==> src/rtl/jsed_pkg.sv <==
// jsed_pkg: shared types, codes and decode functions for the json string escape decoder
// no dependencies; used by jsed_step, jsed_outbuf and json_string_escape_decoder
`default_nettype none

package jsed_pkg;

  // parser modes, one-hot
  typedef enum logic [8:0] {
    M_TEXT      = 9'b000000001,
    M_ESC       = 9'b000000010,
    M_XHEX      = 9'b000000100,
    M_UHEX      = 9'b000001000,
    M_LOW_BS    = 9'b000010000,
    M_LOW_U     = 9'b000100000,
    M_LOWHEX    = 9'b001000000,
    M_END_QUOTE = 9'b010000000,
    M_END_ERR   = 9'b100000000
  } mode_t;

  // status codes
  localparam logic [1:0] ST_CONT    = 2'd0;
  localparam logic [1:0] ST_QUOTE   = 2'd1;
  localparam logic [1:0] ST_SRC_END = 2'd2;
  localparam logic [1:0] ST_ERROR   = 2'd3;

  // characters
  localparam logic [7:0] CH_QUOTE = 8'h22;
  localparam logic [7:0] CH_APOS  = 8'h27;
  localparam logic [7:0] CH_SLASH = 8'h2f;
  localparam logic [7:0] CH_BSL   = 8'h5c;
  localparam logic [7:0] CH_LC_B  = 8'h62;
  localparam logic [7:0] CH_LC_E  = 8'h65;
  localparam logic [7:0] CH_LC_F  = 8'h66;
  localparam logic [7:0] CH_LC_N  = 8'h6e;
  localparam logic [7:0] CH_LC_R  = 8'h72;
  localparam logic [7:0] CH_LC_T  = 8'h74;
  localparam logic [7:0] CH_LC_U  = 8'h75;
  localparam logic [7:0] CH_LC_X  = 8'h78;
  localparam logic [7:0] CH_ESCAPE = 8'h1b;

  // surrogate ranges
  localparam logic [15:0] HI_SURR_MIN = 16'hd800;
  localparam logic [15:0] HI_SURR_MAX = 16'hdbff;
  localparam logic [15:0] LO_SURR_MIN = 16'hdc00;
  localparam logic [15:0] LO_SURR_MAX = 16'hdfff;
  localparam logic [20:0] SUPP_BASE   = 21'h10000;

  // one decoded group: up to four bytes, first byte in bytes[0]
  typedef struct packed {
    logic [3:0][7:0] bytes;
    logic [1:0]      cnt_m1;
    logic            byte_valid;
    logic [1:0]      status;
  } group_t;

  typedef struct packed {
    logic [3:0][7:0] bytes;
    logic [1:0]      cnt_m1;
  } enc_t;

  // {ok, value}
  function automatic logic [4:0] hex_value(input logic [7:0] b);
    logic [7:0] d;
    d = 8'h00;
    if (b >= 8'h30 && b <= 8'h39) begin
      d = b - 8'h30;
      return {1'b1, d[3:0]};
    end
    if (b >= 8'h61 && b <= 8'h66) begin
      d = b - 8'h57;
      return {1'b1, d[3:0]};
    end
    if (b >= 8'h41 && b <= 8'h46) begin
      d = b - 8'h37;
      return {1'b1, d[3:0]};
    end
    return 5'b0;
  endfunction

  // {ok, byte}
  function automatic logic [8:0] single_escape(input logic [7:0] b);
    logic [8:0] r;
    case (b)
      CH_QUOTE: r = {1'b1, CH_QUOTE};
      CH_BSL:   r = {1'b1, CH_BSL};
      CH_SLASH: r = {1'b1, CH_SLASH};
      CH_LC_B:  r = {1'b1, 8'h08};
      CH_LC_F:  r = {1'b1, 8'h0c};
      CH_LC_N:  r = {1'b1, 8'h0a};
      CH_LC_R:  r = {1'b1, 8'h0d};
      CH_LC_T:  r = {1'b1, 8'h09};
      CH_LC_E:  r = {1'b1, CH_ESCAPE};
      CH_APOS:  r = {1'b1, CH_APOS};
      default:  r = 9'b0;
    endcase
    return r;
  endfunction

  function automatic enc_t utf8_encode(input logic [20:0] cp);
    enc_t e;
    e = '0;
    if (cp < 21'h80) begin
      e.bytes[0] = cp[7:0];
      e.cnt_m1   = 2'd0;
    end else if (cp < 21'h800) begin
      e.bytes[0] = {3'b110, cp[10:6]};
      e.bytes[1] = {2'b10, cp[5:0]};
      e.cnt_m1   = 2'd1;
    end else if (cp < 21'h10000) begin
      e.bytes[0] = {4'b1110, cp[15:12]};
      e.bytes[1] = {2'b10, cp[11:6]};
      e.bytes[2] = {2'b10, cp[5:0]};
      e.cnt_m1   = 2'd2;
    end else begin
      e.bytes[0] = {5'b11110, cp[20:18]};
      e.bytes[1] = {2'b10, cp[17:12]};
      e.bytes[2] = {2'b10, cp[11:6]};
      e.bytes[3] = {2'b10, cp[5:0]};
      e.cnt_m1   = 2'd3;
    end
    return e;
  endfunction

endpackage

`default_nettype wire

==> src/rtl/jsed_step.sv <==
// jsed_step: parser state registers and the per-byte decode logic
// depends on jsed_pkg
`default_nettype none

module jsed_step (
  input  wire logic           clk,
  input  wire logic           rst_n,
  input  wire logic           take,
  input  wire logic [7:0]     in_byte,
  input  wire logic           in_src_last,
  output jsed_pkg::group_t    grp
);

  jsed_pkg::mode_t mode_r, mode_nxt;
  logic [15:0] acc_r, acc_nxt;
  logic [2:0]  dig_r, dig_nxt;
  logic [9:0]  hs_r, hs_nxt;

  logic [4:0]  hv;
  logic [8:0]  se;
  logic [15:0] acc_sh;
  logic [2:0]  dig_inc;
  logic [20:0] cp_pair;
  jsed_pkg::enc_t enc_u, enc_p;

  logic [3:0][7:0] bytes;
  logic [1:0]  cnt;
  logic        has;
  logic [1:0]  st;
  logic        err;

  assign hv      = jsed_pkg::hex_value(in_byte);
  assign se      = jsed_pkg::single_escape(in_byte);
  assign acc_sh  = {acc_r[11:0], hv[3:0]};
  assign dig_inc = dig_r + 3'd1;
  assign cp_pair = {1'b0, hs_r, acc_sh[9:0]} + jsed_pkg::SUPP_BASE;
  assign enc_u   = jsed_pkg::utf8_encode({5'b0, acc_sh});
  assign enc_p   = jsed_pkg::utf8_encode(cp_pair);

  always_comb begin
    mode_nxt = mode_r;
    acc_nxt  = acc_r;
    dig_nxt  = dig_r;
    hs_nxt   = hs_r;
    bytes    = '0;
    cnt      = 2'd0;
    has      = 1'b0;
    st       = jsed_pkg::ST_CONT;
    err      = 1'b0;

    unique case (mode_r)
      jsed_pkg::M_ESC: begin
        if (se[8]) begin
          bytes[0] = se[7:0];
          has      = 1'b1;
          mode_nxt = jsed_pkg::M_TEXT;
        end else if (in_byte == jsed_pkg::CH_LC_X) begin
          mode_nxt = jsed_pkg::M_XHEX;
          acc_nxt  = '0;
          dig_nxt  = '0;
        end else if (in_byte == jsed_pkg::CH_LC_U) begin
          mode_nxt = jsed_pkg::M_UHEX;
          acc_nxt  = '0;
          dig_nxt  = '0;
        end else begin
          err = 1'b1;
        end
      end
      jsed_pkg::M_XHEX: begin
        if (!hv[4]) begin
          err = 1'b1;
        end else begin
          acc_nxt = acc_sh;
          dig_nxt = dig_inc;
          if (dig_inc >= 3'd2) begin
            bytes[0] = acc_sh[7:0];
            has      = 1'b1;
            mode_nxt = jsed_pkg::M_TEXT;
          end
        end
      end
      jsed_pkg::M_UHEX: begin
        if (!hv[4]) begin
          err = 1'b1;
        end else begin
          acc_nxt = acc_sh;
          dig_nxt = dig_inc;
          if (dig_inc >= 3'd4) begin
            if (acc_sh >= jsed_pkg::HI_SURR_MIN && acc_sh <= jsed_pkg::HI_SURR_MAX) begin
              // high surrogate: low 10 bits are the offset from the range base
              hs_nxt   = acc_sh[9:0];
              mode_nxt = jsed_pkg::M_LOW_BS;
            end else begin
              bytes    = enc_u.bytes;
              cnt      = enc_u.cnt_m1;
              has      = 1'b1;
              mode_nxt = jsed_pkg::M_TEXT;
            end
          end
        end
      end
      jsed_pkg::M_LOW_BS: begin
        if (in_byte == jsed_pkg::CH_BSL) mode_nxt = jsed_pkg::M_LOW_U;
        else err = 1'b1;
      end
      jsed_pkg::M_LOW_U: begin
        if (in_byte == jsed_pkg::CH_LC_U) begin
          mode_nxt = jsed_pkg::M_LOWHEX;
          acc_nxt  = '0;
          dig_nxt  = '0;
        end else begin
          err = 1'b1;
        end
      end
      jsed_pkg::M_LOWHEX: begin
        if (!hv[4]) begin
          err = 1'b1;
        end else begin
          acc_nxt = acc_sh;
          dig_nxt = dig_inc;
          if (dig_inc >= 3'd4) begin
            if (acc_sh < jsed_pkg::LO_SURR_MIN || acc_sh > jsed_pkg::LO_SURR_MAX) begin
              err = 1'b1;
            end else begin
              bytes    = enc_p.bytes;
              cnt      = enc_p.cnt_m1;
              has      = 1'b1;
              mode_nxt = jsed_pkg::M_TEXT;
            end
          end
        end
      end
      jsed_pkg::M_END_QUOTE: st = jsed_pkg::ST_QUOTE;
      jsed_pkg::M_END_ERR:   st = jsed_pkg::ST_ERROR;
      default: begin
        mode_nxt = jsed_pkg::M_TEXT;
        if (in_byte == jsed_pkg::CH_QUOTE) begin
          st       = jsed_pkg::ST_QUOTE;
          mode_nxt = jsed_pkg::M_END_QUOTE;
        end else if (in_byte == jsed_pkg::CH_BSL) begin
          mode_nxt = jsed_pkg::M_ESC;
        end else begin
          bytes[0] = in_byte;
          has      = 1'b1;
        end
      end
    endcase

    if (err) begin
      has      = 1'b0;
      st       = jsed_pkg::ST_ERROR;
      mode_nxt = jsed_pkg::M_END_ERR;
    end

    if (in_src_last) begin
      // pending escape at source end is a truncation error
      if (st == jsed_pkg::ST_CONT)
        st = (mode_nxt == jsed_pkg::M_TEXT) ? jsed_pkg::ST_SRC_END : jsed_pkg::ST_ERROR;
      if (st == jsed_pkg::ST_ERROR) has = 1'b0;
      mode_nxt = jsed_pkg::M_TEXT;
      acc_nxt  = '0;
      dig_nxt  = '0;
      hs_nxt   = '0;
    end

    grp.bytes      = has ? bytes : '0;
    grp.cnt_m1     = has ? cnt : 2'd0;
    grp.byte_valid = has;
    grp.status     = st;
  end

  always_ff @(posedge clk) begin
    if (!rst_n) begin
      mode_r <= jsed_pkg::M_TEXT;
      acc_r  <= '0;
      dig_r  <= '0;
      hs_r   <= '0;
    end else if (take) begin
      mode_r <= mode_nxt;
      acc_r  <= acc_nxt;
      dig_r  <= dig_nxt;
      hs_r   <= hs_nxt;
    end
  end

endmodule

`default_nettype wire

==> src/rtl/jsed_outbuf.sv <==
// jsed_outbuf: result register that sends one decoded group out a byte at a time
// depends on jsed_pkg
`default_nettype none

module jsed_outbuf (
  input  wire logic              clk,
  input  wire logic              rst_n,
  input  wire logic              load,
  input  wire jsed_pkg::group_t  grp,
  output logic                   can_load,
  output logic                   out_valid,
  input  wire logic              out_ready,
  output logic [7:0]             out_byte,
  output logic                   out_byte_valid,
  output logic [1:0]             out_status,
  output logic                   out_run_last
);

  logic             vld_r, vld_nxt;
  logic [1:0]       rem_r, rem_nxt;
  jsed_pkg::group_t grp_r;
  logic             fin;
  logic             fire;

  assign fin      = (rem_r == 2'd0);
  assign fire     = vld_r && out_ready;
  assign can_load = !vld_r || (out_ready && fin);

  assign out_valid      = vld_r;
  assign out_byte       = grp_r.bytes[0];
  assign out_byte_valid = grp_r.byte_valid;
  assign out_status     = fin ? grp_r.status : jsed_pkg::ST_CONT;
  assign out_run_last   = fin;

  always_comb begin
    vld_nxt = vld_r;
    rem_nxt = rem_r;
    if (load) begin
      vld_nxt = 1'b1;
      rem_nxt = grp.cnt_m1;
    end else if (fire) begin
      if (fin) vld_nxt = 1'b0;
      else rem_nxt = rem_r - 2'd1;
    end
  end

  always_ff @(posedge clk) begin
    if (!rst_n) begin
      vld_r <= 1'b0;
      rem_r <= '0;
    end else begin
      vld_r <= vld_nxt;
      rem_r <= rem_nxt;
    end
  end

  // payload: load a new group or shift the next byte to the front
  always_ff @(posedge clk) begin
    if (load) begin
      grp_r <= grp;
    end else if (fire && !fin) begin
      grp_r.bytes <= {8'h00, grp_r.bytes[3:1]};
    end
  end

endmodule

`default_nettype wire

==> src/rtl/json_string_escape_decoder.sv <==
// json_string_escape_decoder: top level of the string literal unescaper
// depends on jsed_pkg, jsed_step and jsed_outbuf
`default_nettype none

// Decodes the body of a JSON / C string literal, one source byte per transaction
// on the in_ channel. Ordinary bytes pass through, an unescaped quote ends the
// string, and backslash escapes (single-character, \x with two hex digits, \u
// with four hex digits, surrogate pairs combined) are decoded, \u code points
// being sent as UTF-8. Each input byte gives one to four result transactions on
// the out_ channel; out_run_last marks the final one and only it carries a
// nonzero out_status (1 quote, 2 source end, 3 error). A byte that decodes
// nothing gives a single result with out_byte_valid low. After the ending quote
// or an error, bytes are consumed with the same status until in_src_last, which
// returns the parser to its reset state. Rate: an input byte is taken every
// cycle while out_ready is high and each byte yields a single result; a byte that
// yields more than one UTF-8 byte holds the input until the result register,
// which sends one byte per cycle while out_ready is high, has sent the last.
module json_string_escape_decoder (
  input  wire logic       clk,
  input  wire logic       rst_n,
  // input channel
  input  wire logic       in_valid,
  output logic            in_ready,
  input  wire logic [7:0] in_byte,
  input  wire logic       in_src_last,
  // result channel
  output logic            out_valid,
  input  wire logic       out_ready,
  output logic [7:0]      out_byte,
  output logic            out_byte_valid,
  output logic [1:0]      out_status,
  output logic            out_run_last
);

  jsed_pkg::group_t grp;
  logic             can_load;
  logic             take;

  // a new byte is taken when the result register is empty or frees this cycle
  assign in_ready = can_load;
  assign take     = in_valid && can_load;

  // parser state and combinational decode of the current byte
  jsed_step u_step (
    .clk         (clk),
    .rst_n       (rst_n),
    .take        (take),
    .in_byte     (in_byte),
    .in_src_last (in_src_last),
    .grp         (grp)
  );

  // result register, serializes multi-byte groups
  jsed_outbuf u_outbuf (
    .clk            (clk),
    .rst_n          (rst_n),
    .load           (take),
    .grp            (grp),
    .can_load       (can_load),
    .out_valid      (out_valid),
    .out_ready      (out_ready),
    .out_byte       (out_byte),
    .out_byte_valid (out_byte_valid),
    .out_status     (out_status),
    .out_run_last   (out_run_last)
  );

endmodule

`default_nettype wire
==> config.mk <==
export PLATFORM = sky130hd
export DESIGN_NAME = json_string_escape_decoder
export DESIGN_NICKNAME = d
export VERILOG_FILES = /design/src/rtl/jsed_pkg.sv /design/src/rtl/jsed_step.sv /design/src/rtl/jsed_outbuf.sv /design/src/rtl/json_string_escape_decoder.sv
export SDC_FILE = /design/constraint.sdc
export NUM_CORES = 1
export LEC_CHECK = 0
export BUFFER_PORTS_ARGS = -buffer_cell sky130_fd_sc_hd__buf_4
export CORE_MARGIN = 4
export CORE_UTILIZATION = 55
export CTS_CLUSTER_DIAMETER = 100
export DETAILED_ROUTE_END_ITERATION = 8
export PLACE_DENSITY = 0.73
export SETUP_SLACK_MARGIN = 0.1
export SYNTH_ARGS = -nofsm -noshare
export SYNTH_HDL_FRONTEND = slang
export SYNTH_SLANG_ARGS = --single-unit
==> constraint.sdc <==
create_clock -name clk -period 9.4 [get_ports clk]
set_input_delay 1.41 -clock clk [delete_from_list [all_inputs] [get_ports clk]]
set_output_delay 1.41 -clock clk [all_outputs]
set_load 0.1 [all_outputs]
# Word level (Yosys, flattened, before mapping)
# Cells that the tools add are included.
# totals
elab_cells,214
in_bits,13
out_inout_bits,14
ff_bits,76
# op_classes
n_eq_ne,25
add_sub_neg,6
mux,123
n_reduce_logical,31
n_lt_le_gt_ge,17
# ops
operator,count
two-way mux 32 bit,8
two-way mux 9 bit,15
two-way mux 16 bit,7
two-way mux 26 bit,4
one-hot mux 9 bit (10 select lines),1
== test 8 x 7 -> 1 bit (second input constant),9
two-way mux 24 bit,3
two-way mux 10 bit,7
one-hot mux 9 bit (7 select lines),1
two-way mux 8 bit,7
one-hot mux 16 bit (3 select lines),1
one-hot mux 24 bit (2 select lines),1
one-hot mux 8 bit (5 select lines),1
two-way mux 18 bit,2
two-way mux 5 bit,7
two-way mux 1 bit,32
two-way mux 2 bit,16
== test 8 x 6 -> 1 bit (second input constant),3
adder 20 x 17 -> 21 bit (second input constant),1
less-than comparator 21 x 12 -> 1 bit (second input constant),1
less-than comparator 21 x 17 -> 1 bit (second input constant),1
less-than comparator 21 x 8 -> 1 bit (second input constant),1
>= comparator 16 bit (second input constant),1
>= comparator 8 x 7 -> 1 bit (second input constant),2
45 further kinds,70

# Logic depth before layout (Yosys ltp)
# Gate-level depths: netlist of the first run.
# depth
ltp_word,25
ltp_mapped,12
mapped_depth_nobuf,11

# By module
# From an unflattened synthesis of the first run, not the netlist that was laid out.
# unflattened
hier_cells,595
area_unflattened_um2,5353.9
# by_module_without_submodules
mod,seq_area_each_um2,area_each_um2,instances,cells_each
jsed_step,680.7,3653.5,1,491
jsed_outbuf,1111.1,1694.1,1,103
json_string_escape_decoder,0.0,6.3,1,1

# Least setup slack after synthesis of the first run
# Ideal clock, no wire load.
# synth_path
path_kind,in2reg
startpoint,input port in_byte[6]
endpoint,register u_step.hs_r[1]
t_arrival_ns,4.024
path_slack_ns,5.316
path_buffers,3
required_ns,9.340
stages,10
setup_ns,0.060
path_cell_list,buf_2 -> or4b_4 -> or3_1 -> buf_2 -> or4_4 -> or3_1 -> o32ai_2 -> and2b_1 -> buf_6 -> a22o_1
# synth_between
elab_chain_cells,13
elab_cells_between_ends,31
cone_classes,order compare: 8; mux: 16; reduce/logical: 7
# synth_lines
item,line,rtl
from (decl),json_string_escape_decoder.sv:24,"input wire logic [7:0] in_byte,"
>= comparator 8 x 7 -> 1 bit or less-or-equal comparator 8 x 7 -> 1 bit (tied branches),jsed_pkg.sv:73,if (b >= 8'h41 && b <= 8'h46) begin
logical AND 1 bit,jsed_pkg.sv:73,
two-way mux 1 bit (2 in a row),jsed_pkg.sv:73,
two-way mux 1 bit,jsed_pkg.sv:69,if (b >= 8'h61 && b <= 8'h66) begin
two-way mux 5 bit,jsed_pkg.sv:77,return 5'b0;
two-way mux 5 bit,jsed_pkg.sv:73,
two-way mux 5 bit *,jsed_pkg.sv:69,
branches (longest 5 deep; another with >= comparator 16 bit),n/a,
to (signal assigned),jsed_step.sv:182,hs_r <= hs_nxt;
to (decl),jsed_step.sv:17,"logic [9:0] hs_r, hs_nxt;"
# Mark *: on every way between the ends. The select of a mux whose other input is x is not followed.
# A chain may end at the register's enable or synchronous reset.

# Worst setup path after layout of the first run
# layout_path
startpoint,input port in_byte[6]
endpoint,register u_outbuf.grp_r (netlist bit u_outbuf.out_byte[0]) (data pin)
# layout_between
elab_chain_cells,24
elab_cells_between_ends,113
cone_classes,add/sub: 1; order compare: 15; eq/ne: 14; mux: 77; reduce/logical: 6
# layout_lines
item,line,rtl
branches (longest 22 deep; another with adder 20 x 17 -> 21 bit),n/a,
two-way mux 32 bit *,jsed_step.sv:166,grp.bytes = has ? bytes : '0;
two-way mux 32 bit *,jsed_outbuf.sv:59,if (load) begin
to (signal assigned),jsed_outbuf.sv:60,grp_r <= grp;
to (decl),jsed_outbuf.sv:21,jsed_pkg::group_t grp_r;
# Marked as above.

==> flow_metrics.env, run 1 <==
export IMPL_postRouteAntennaNets=0
export IMPL_peakVddDrop_mv=0.09618
export IMPL_startpoint_type="input port"
export IMPL_die_x_um=100.7
export IMPL_drt_pass1_iterations=7
export IMPL_cp_cell_sequence="buf_4, nor4bb_1, o21ai_0, a2111oi_1, nand2_1, nor2_1, o21ai_0, a211oi_1"
export IMPL_cts_sinks=69
export IMPL_startpoint="in_byte[6]"
export IMPL_synth_top_cell_area_share_pct=20.33
export IMPL_cp_data_required_time_ps=9560
export IMPL_core_area_um2=8299
export IMPL_worstHoldStart="u_step.dig_r[0]"
export IMPL_gr_total_overflow=0
export IMPL_r2r_cells=7
export IMPL_crit_cells=8
export IMPL_leakagePower_nw=1.775
export IMPL_cellPowerDensity_nw_per_um2=140.8
export IMPL_switchingPower_mw=0.2266
export IMPL_p_seq_share_pct=47.1
export IMPL_synth_nets=594
export IMPL_cap_viol_max_count=0
export IMPL_yosysWarnings=0
export IMPL_synth_area_leader_cell="edfxtp_1"
export IMPL_clockBufferDepth=2
export IMPL_slew_viol_final=0
export IMPL_clk_pin_slew_ps=90
export IMPL_status="complete, no violations"
export IMPL_grt_max_degree=35
export IMPL_setup_viol=0
export IMPL_switching_share_pct=31.73
export IMPL_numCtsBuffers=9
export IMPL_p_clk_share_pct=36.0
export IMPL_synth_ff_type="dfxtp_1"
export IMPL_rows=33
export IMPL_nNetsFinal=588
export IMPL_drc=0
export IMPL_vias_per_cell=7.032
export IMPL_r2r_slack_ps=6100
export IMPL_crit_type="input port to register"
export IMPL_fin_crit_ps=4149
export IMPL_fin_ws_ps=5251
export IMPL_fin_tns_setup_ps=0
export IMPL_max_slew_margin_pct=23.54
export IMPL_avgSynthCellArea_um2=8.247
export IMPL_yosysSeqAreaShare_pct=36.01
export IMPL_ctsResizeCount=0
export IMPL_syn_inst=573
export IMPL_area_delta_synth_final_pct=7.307
export IMPL_vias=4761
export IMPL_clk_latency_ps=350
export IMPL_worst_path_max_delay_cell="a2111oi_1"
export IMPL_cp_top_family="compound AO/OA/AOI/OAI gates"
export IMPL_total_power_mw=0.7140
export IMPL_diodes=0
export IMPL_fmax_mhz=241.0
export IMPL_drt_iter0_drc=659
export IMPL_routedWlPerCell_um=21.32
export IMPL_fill_cells=739
export IMPL_clock_skew_final_ps=15.60
export IMPL_drive_above_1_share_pct=9.790
export IMPL_hold_viol_final=0
export IMPL_intPower_mw=0.4875
export IMPL_synth_edf_count=32
export IMPL_rsz0062_at_grt="false"
export IMPL_fin_crit_sh_pct=44.13
export IMPL_cts_setup_buffers=0
export IMPL_io_buffers=26
export IMPL_worst_slew_pin_slew_ps=1139
export IMPL_timing_rr_start="u_step.mode_r[2]"
export IMPL_slowest_delay_ps=990
export IMPL_critPathArrivalTime_ps=4300
export IMPL_wirelength_um=14440
export IMPL_end_kind="register"
export IMPL_ctsHoldBuffers=0
export IMPL_dp_slack_ps=4799
export IMPL_start_util_pct=56.94
export IMPL_clock_root_buffer="clkbuf_8"
export IMPL_pwr_share_comb_pct=16.9
export IMPL_post_dp_hpwl_um=10380
export IMPL_io_pins=27
export IMPL_synth_area_leaders="edfxtp_1 20%, dfxtp_1 16%, a22o_1 5.2%, nor2_1 5.1%, o21ai_0 3.9%"
export IMPL_track_usage_pct=28.86
export IMPL_async_flop_share_pct=0
export IMPL_cpMostUsedCell="o21ai_0"
export IMPL_timing_rr_end="u_outbuf.out_byte[0]"
export IMPL_cts_tree="built"
export IMPL_grt_pass1_wl_um=22940
export IMPL_path_buf_inv=1
export IMPL_hp_class="register to register"
export IMPL_die_area_um2=10140
export IMPL_finalWeightedCongestion=0.9834
export IMPL_path_max_fanout=10
export IMPL_synth_cell_type_count=72
export IMPL_htree_levels=3
export IMPL_antenna_found_initial=0
export IMPL_syn_area_um2=4726
export IMPL_synth_seq_cells=69
export IMPL_die_h_um=100.7
export IMPL_crit_end="u_outbuf.out_byte[0]"
export IMPL_grt_pass1_vias=4184
[logic make-up (layout without fill, tap and decap cells)]
kind of cell,after synthesis,after routing,share of synthesized area (%)
flip-flops,69,69,36.01
AO/OA/AOI/OAI,184,184,27.40
adder cells (fa/ha/maj),8,8,2.118
multiplexers,4,4,0.8473
AND/OR/NAND/NOR,240,240,26.58
XOR/XNOR,6,6,1.112
buffers and inverters,62,61,5.931
[power by group through the flow]
stage | Clock (mW) | Sequential (mW) | Combinational [mW]
6_report | 0.257 | 0.336 | 0.120
3_3_place_gp | 0 | 0.343 | 0.118
3_5_place_dp | 0 | 0.343 | 0.120
4_1_cts | 0.259 | 0.336 | 0.120
5_1_grt | 0.271 | 0.337 | 0.127
2_1_floorplan | 0 | 0.344 | 0.0912
[cells in the final DEF, fill, tap and decap left out, types with 4 or more instances in the layout]
master,count
or3_1,10
nand4b_1,5
a211oi_1,6
nand3_1,23
o21a_1,5
clkbuf_8,9
nor4_1,13
mux2i_1,4
inv_1,16
xor2_1,4
nor3_1,17
dfxtp_1,37
o21ai_1,5
a21oi_1,30
buf_4,29
a31oi_1,9
nand2_1,43
a32oi_1,5
a221oi_1,7
o21ai_0,37
a22oi_1,5
nor2_1,64
nand2b_1,11
a21boi_0,6
a22o_1,28
nor2b_1,7
and2_1,6
a21o_1,4
or4_1,4
edfxtp_1,32
o2111ai_1,4
and3_1,9
ha_1,8
nand4_1,7
[per-stage QoR]
| stage | hold WS, ps | std cells | area (um2) | utilization, % |
|---|---|---|---|---|
| 2_1_floorplan | 429.1 | 573 | 4726 | - |
| 3_3_place_gp | 439.5 | 661 | 4866 | 58.63 |
| 3_5_place_dp | 470.3 | 661 | 4866 | 58.63 |
| 4_1_cts | 485.6 | 677 | 5070 | 61.09 |
| 5_1_grt | 507.5 | 677 | 5071 | 61.10 |
| 6_report | 487.0 | 677 | 5071 | 61.10 |
[registers in the layout, summed over array words and instances, names as in the netlist, 2 cells and up]
name               cells
u_outbuf.grp_r        23
u_outbuf.out_byte      8
u_outbuf.rem_r         2
u_step.acc_r          12
u_step.dig_r           3
u_step.hs_r           10
u_step.mode_r          9
[layer usage]
| layer | vias to the layer above | track usage, % | routed length, um |
|---|---|---|---|
| met2 | 335 | 41.52 | 6231 |
| met5 | - | 0 | 0 |
| met3 | 32 | 5.606 | 1674 |
| li1 | 2171 | - | - |
| met1 | 2223 | 43.16 | 6105 |
| met4 | 0 | 9.637 | 423 |
[cell type report]
| type | count | area [um2] | area share (%) |
|---|---|---|---|
| clock buffer | 9 | 123.9 | 2.443 |
| clock inverter | 7 | 80.08 | 1.579 |
| inverter | 16 | 60.06 | 1.184 |
| multi-input combinational | 442 | 2756 | 54.35 |
| sequential | 69 | 1702 | 33.56 |
| tap | 105 | 131.4 | 2.591 |
| timing repair buffer | 29 | 217.7 | 4.293 |
[worst reg2reg max path, stage by stage (launching register included)]
cell       delay (ps)
dfxtp_1           440
or4_1             640
or3_1             430
a2111oi_1         880
nand2_1           160
nor2_1            140
o21ai_0           100
a211oi_1          330
[worst min-delay path by stage]
stage,end,slack (ps),cells after the start
4_1_cts,u_step.dig_r[0],490,1
6_report,u_step.dig_r[0],490,1
3_3_place_gp,u_step.dig_r[0],440,1
3_5_place_dp,u_step.dig_r[0],470,1
2_1_floorplan,u_step.dig_r[0],430,1
5_1_grt,u_step.dig_r[0],510,1
[synthesized netlist by cell type (7+ instances only)]
cell type  number
inv_1          16
ha_1            8
a31oi_1         9
dfxtp_1        37
nor2b_1         7
edfxtp_1       32
or3_1          10
nand2b_1       11
a221oi_1        7
nand2_1        43
nor2_1         64
nand3_1        23
a21oi_1        31
nand4_1         7
a22o_1         28
buf_4           8
o21ai_0        37
clkbuf_1       31
nor4_1         13
nor3_1         17
and3_1          9
Power figures use the tool's default switching activity.
==> inputs of run 2 (changes only) <==
==> constraint.sdc (replaced) <==
create_clock -name clk -period 4.12 [get_ports clk]
set_input_delay 0.618 -clock clk [delete_from_list [all_inputs] [get_ports clk]]
set_output_delay 0.618 -clock clk [all_outputs]
set_load 0.1 [all_outputs]
==> flow_metrics.env, run 2 (synthesis gave the netlist of run 1 again) <==
export IMPL_drt_pass1_iterations=6
export IMPL_seqCellArea_um2=1702
export IMPL_vias=4759
export IMPL_rows=33
export IMPL_vias_per_cell=6.947
export IMPL_clock_root_buffer="clkbuf_8"
export IMPL_top_register="u_outbuf.grp_r"
export IMPL_ctsHoldBuffers=0
export IMPL_io_pins=27
export IMPL_peakVddDrop_mv=0.3025
export IMPL_setup_viol=0
export IMPL_gr_total_overflow=0
export IMPL_multi_input_area_um2=2755
export IMPL_crit_type="register to register"
export IMPL_grt_pass1_vias=4435
export IMPL_antenna_found_initial=0
export IMPL_status="complete, no violations"
export IMPL_cts_tree="built"
export IMPL_io_buffers=26
export IMPL_cts_sinks=69
export IMPL_worst_slew_pin_slew_ps=989.7
export IMPL_die_x_um=100.7
export IMPL_layout_commonest_cell="nor2_1"
export IMPL_cellPowerDensity_nw_per_um2=328.0
export IMPL_clock_skew_final_ps=14.21
export IMPL_end_kind="register"
export IMPL_startpoint_type="register"
export IMPL_die_h_um=100.7
export IMPL_start_util_pct=56.94
export IMPL_fin_area_um2=5155
export IMPL_timing_rr_end="u_outbuf.grp_r[31]"
export IMPL_hp_class="register to register"
export IMPL_routedWlPerCell_um=21.47
export IMPL_largest_reg_flops=23
export IMPL_ctsResizeCount=0
export IMPL_cp_data_required_time_ps=4290
export IMPL_die_area_um2=10140
export IMPL_dpl_cell_count=669
export IMPL_grt_max_degree=34
export IMPL_final_cell_mix="64 x nor2_1, 43 x nand2_1, 37 x o21ai_0, 37 x buf_4, 37 x dfxtp_1"
export IMPL_drt_iter0_drc=605
export IMPL_fin_crit_sh_pct=80.72
export IMPL_rsz0062_at_grt="false"
export IMPL_min_path_cells=1
export IMPL_leakagePower_nw=1.826
export IMPL_r2r_cells=7
export IMPL_postRouteAntennaNets=0
export IMPL_fill_cells=754
export IMPL_reg_largest_list="u_outbuf.grp_r: 23 flops, u_step.acc_r: 12 flops, u_step.hs_r: 10 flops"
export IMPL_drc=0
export IMPL_htree_levels=3
export IMPL_clockBufferDepth=2
export IMPL_hold_viol_final=0
export IMPL_finalWeightedCongestion=0.9970
export IMPL_hold_end="u_step.dig_r[0]"
export IMPL_area_delta_synth_final_pct=9.081
export IMPL_max_slew_margin_pct=33.88
export IMPL_timing_rr_start="u_step.mode_r[2]"
export IMPL_track_usage_pct=29.76
export IMPL_fin_ws_ps=794.4
export IMPL_numCtsBuffers=9
export IMPL_wirelength_um=14710
export IMPL_path_max_fanout=12
export IMPL_hold_ws_ps=466.2
export IMPL_diodes=0
export IMPL_dp_slack_ps=515.9
export IMPL_fin_cells=685
export IMPL_drive_above_1_share_pct=11.03
export IMPL_post_dp_hpwl_um=10750
export IMPL_core_area_um2=8299
export IMPL_nNetsFinal=596
export IMPL_critPathArrivalTime_ps=3500
export IMPL_cap_viol_max_count=0
export IMPL_fin_tns_setup_ps=0
export IMPL_worstHoldStart="u_step.dig_r[0]"
export IMPL_clk_pin_slew_ps=90
export IMPL_dpl_instance_area_um2=4926
export IMPL_slew_viol_final=0
export IMPL_cts_setup_buffers=0
export IMPL_clk_latency_ps=360
export IMPL_r2r_slack_ps=790
export IMPL_fmax_mhz=300.7
export IMPL_grt_pass1_wl_um=23720
export IMPL_fin_crit_ps=3326
[run 2: cell count changes in the layout (fill, tap and decap cells not counted)]
cell / previous run / this run
buf_4: 29 / 37
a2111oi_0: 0 / 1
bufinv_16: 1 / 2
a2111oi_1: 1 / 0
clkinv_2: 1 / 0
[run 2: report_power, final]
part,switching [mW],internal [mW]
Sequential,0.0108,0.756
Combinational,0.207,0.0675
Clock,0.299,0.351
[run 2: how the worst max path moves through the flow]
| stage | end | startpoint | cells past startpoint |
|---|---|---|---|
| 3_5_place_dp | u_outbuf.grp_r[23] | in_byte[1] | 11 |
| 2_1_floorplan | u_outbuf.rem_r[1] | u_outbuf.rem_r[0] | 6 |
| 3_3_place_gp | u_step.hs_r[6] | in_byte[4] | 8 |
| 4_1_cts | u_step.hs_r[1] | in_byte[4] | 8 |
| 6_report | u_outbuf.grp_r[31] | u_step.mode_r[2] | 7 |
| 5_1_grt | u_step.acc_r[10] | u_step.mode_r[2] | 7 |
[run 2: critical path, stage by stage (launching register included)]
cell      delay [ps]
dfxtp_1          440
or4_1            640
nor4_1           380
nor2b_1          500
o21ai_0          180
nand4b_1         350
nand4_1          380
nor3_1           280
[run 2: layer usage]
metal  global-route usage (%)  part of all wire (%)  wire length [um]
met5                        0                     0                 0
met2                    44.51                    44              6410
met3                    6.644                    12              1708
met1                    42.19                    41              6096
met4                    10.67                   3.4               493
[run 2: area by class of cell]
type	instances	area share [%]
Multi-Input combinational cell	442	53.45
Timing Repair Buffer	37	5.388
Sequential cell	69	33.01
Clock inverter	7	2.039
Clock buffer	9	2.403
Inverter	16	1.165
Tap cell	105	2.549
[run 2: metrics by stage]
step	total power, mW	utilization [%]
2_1_floorplan	0.9932	-
3_3_place_gp	1.051	59.35
3_5_place_dp	1.054	59.35
4_1_cts	1.696	62.11
5_1_grt	1.740	62.11
6_report	1.691	62.11
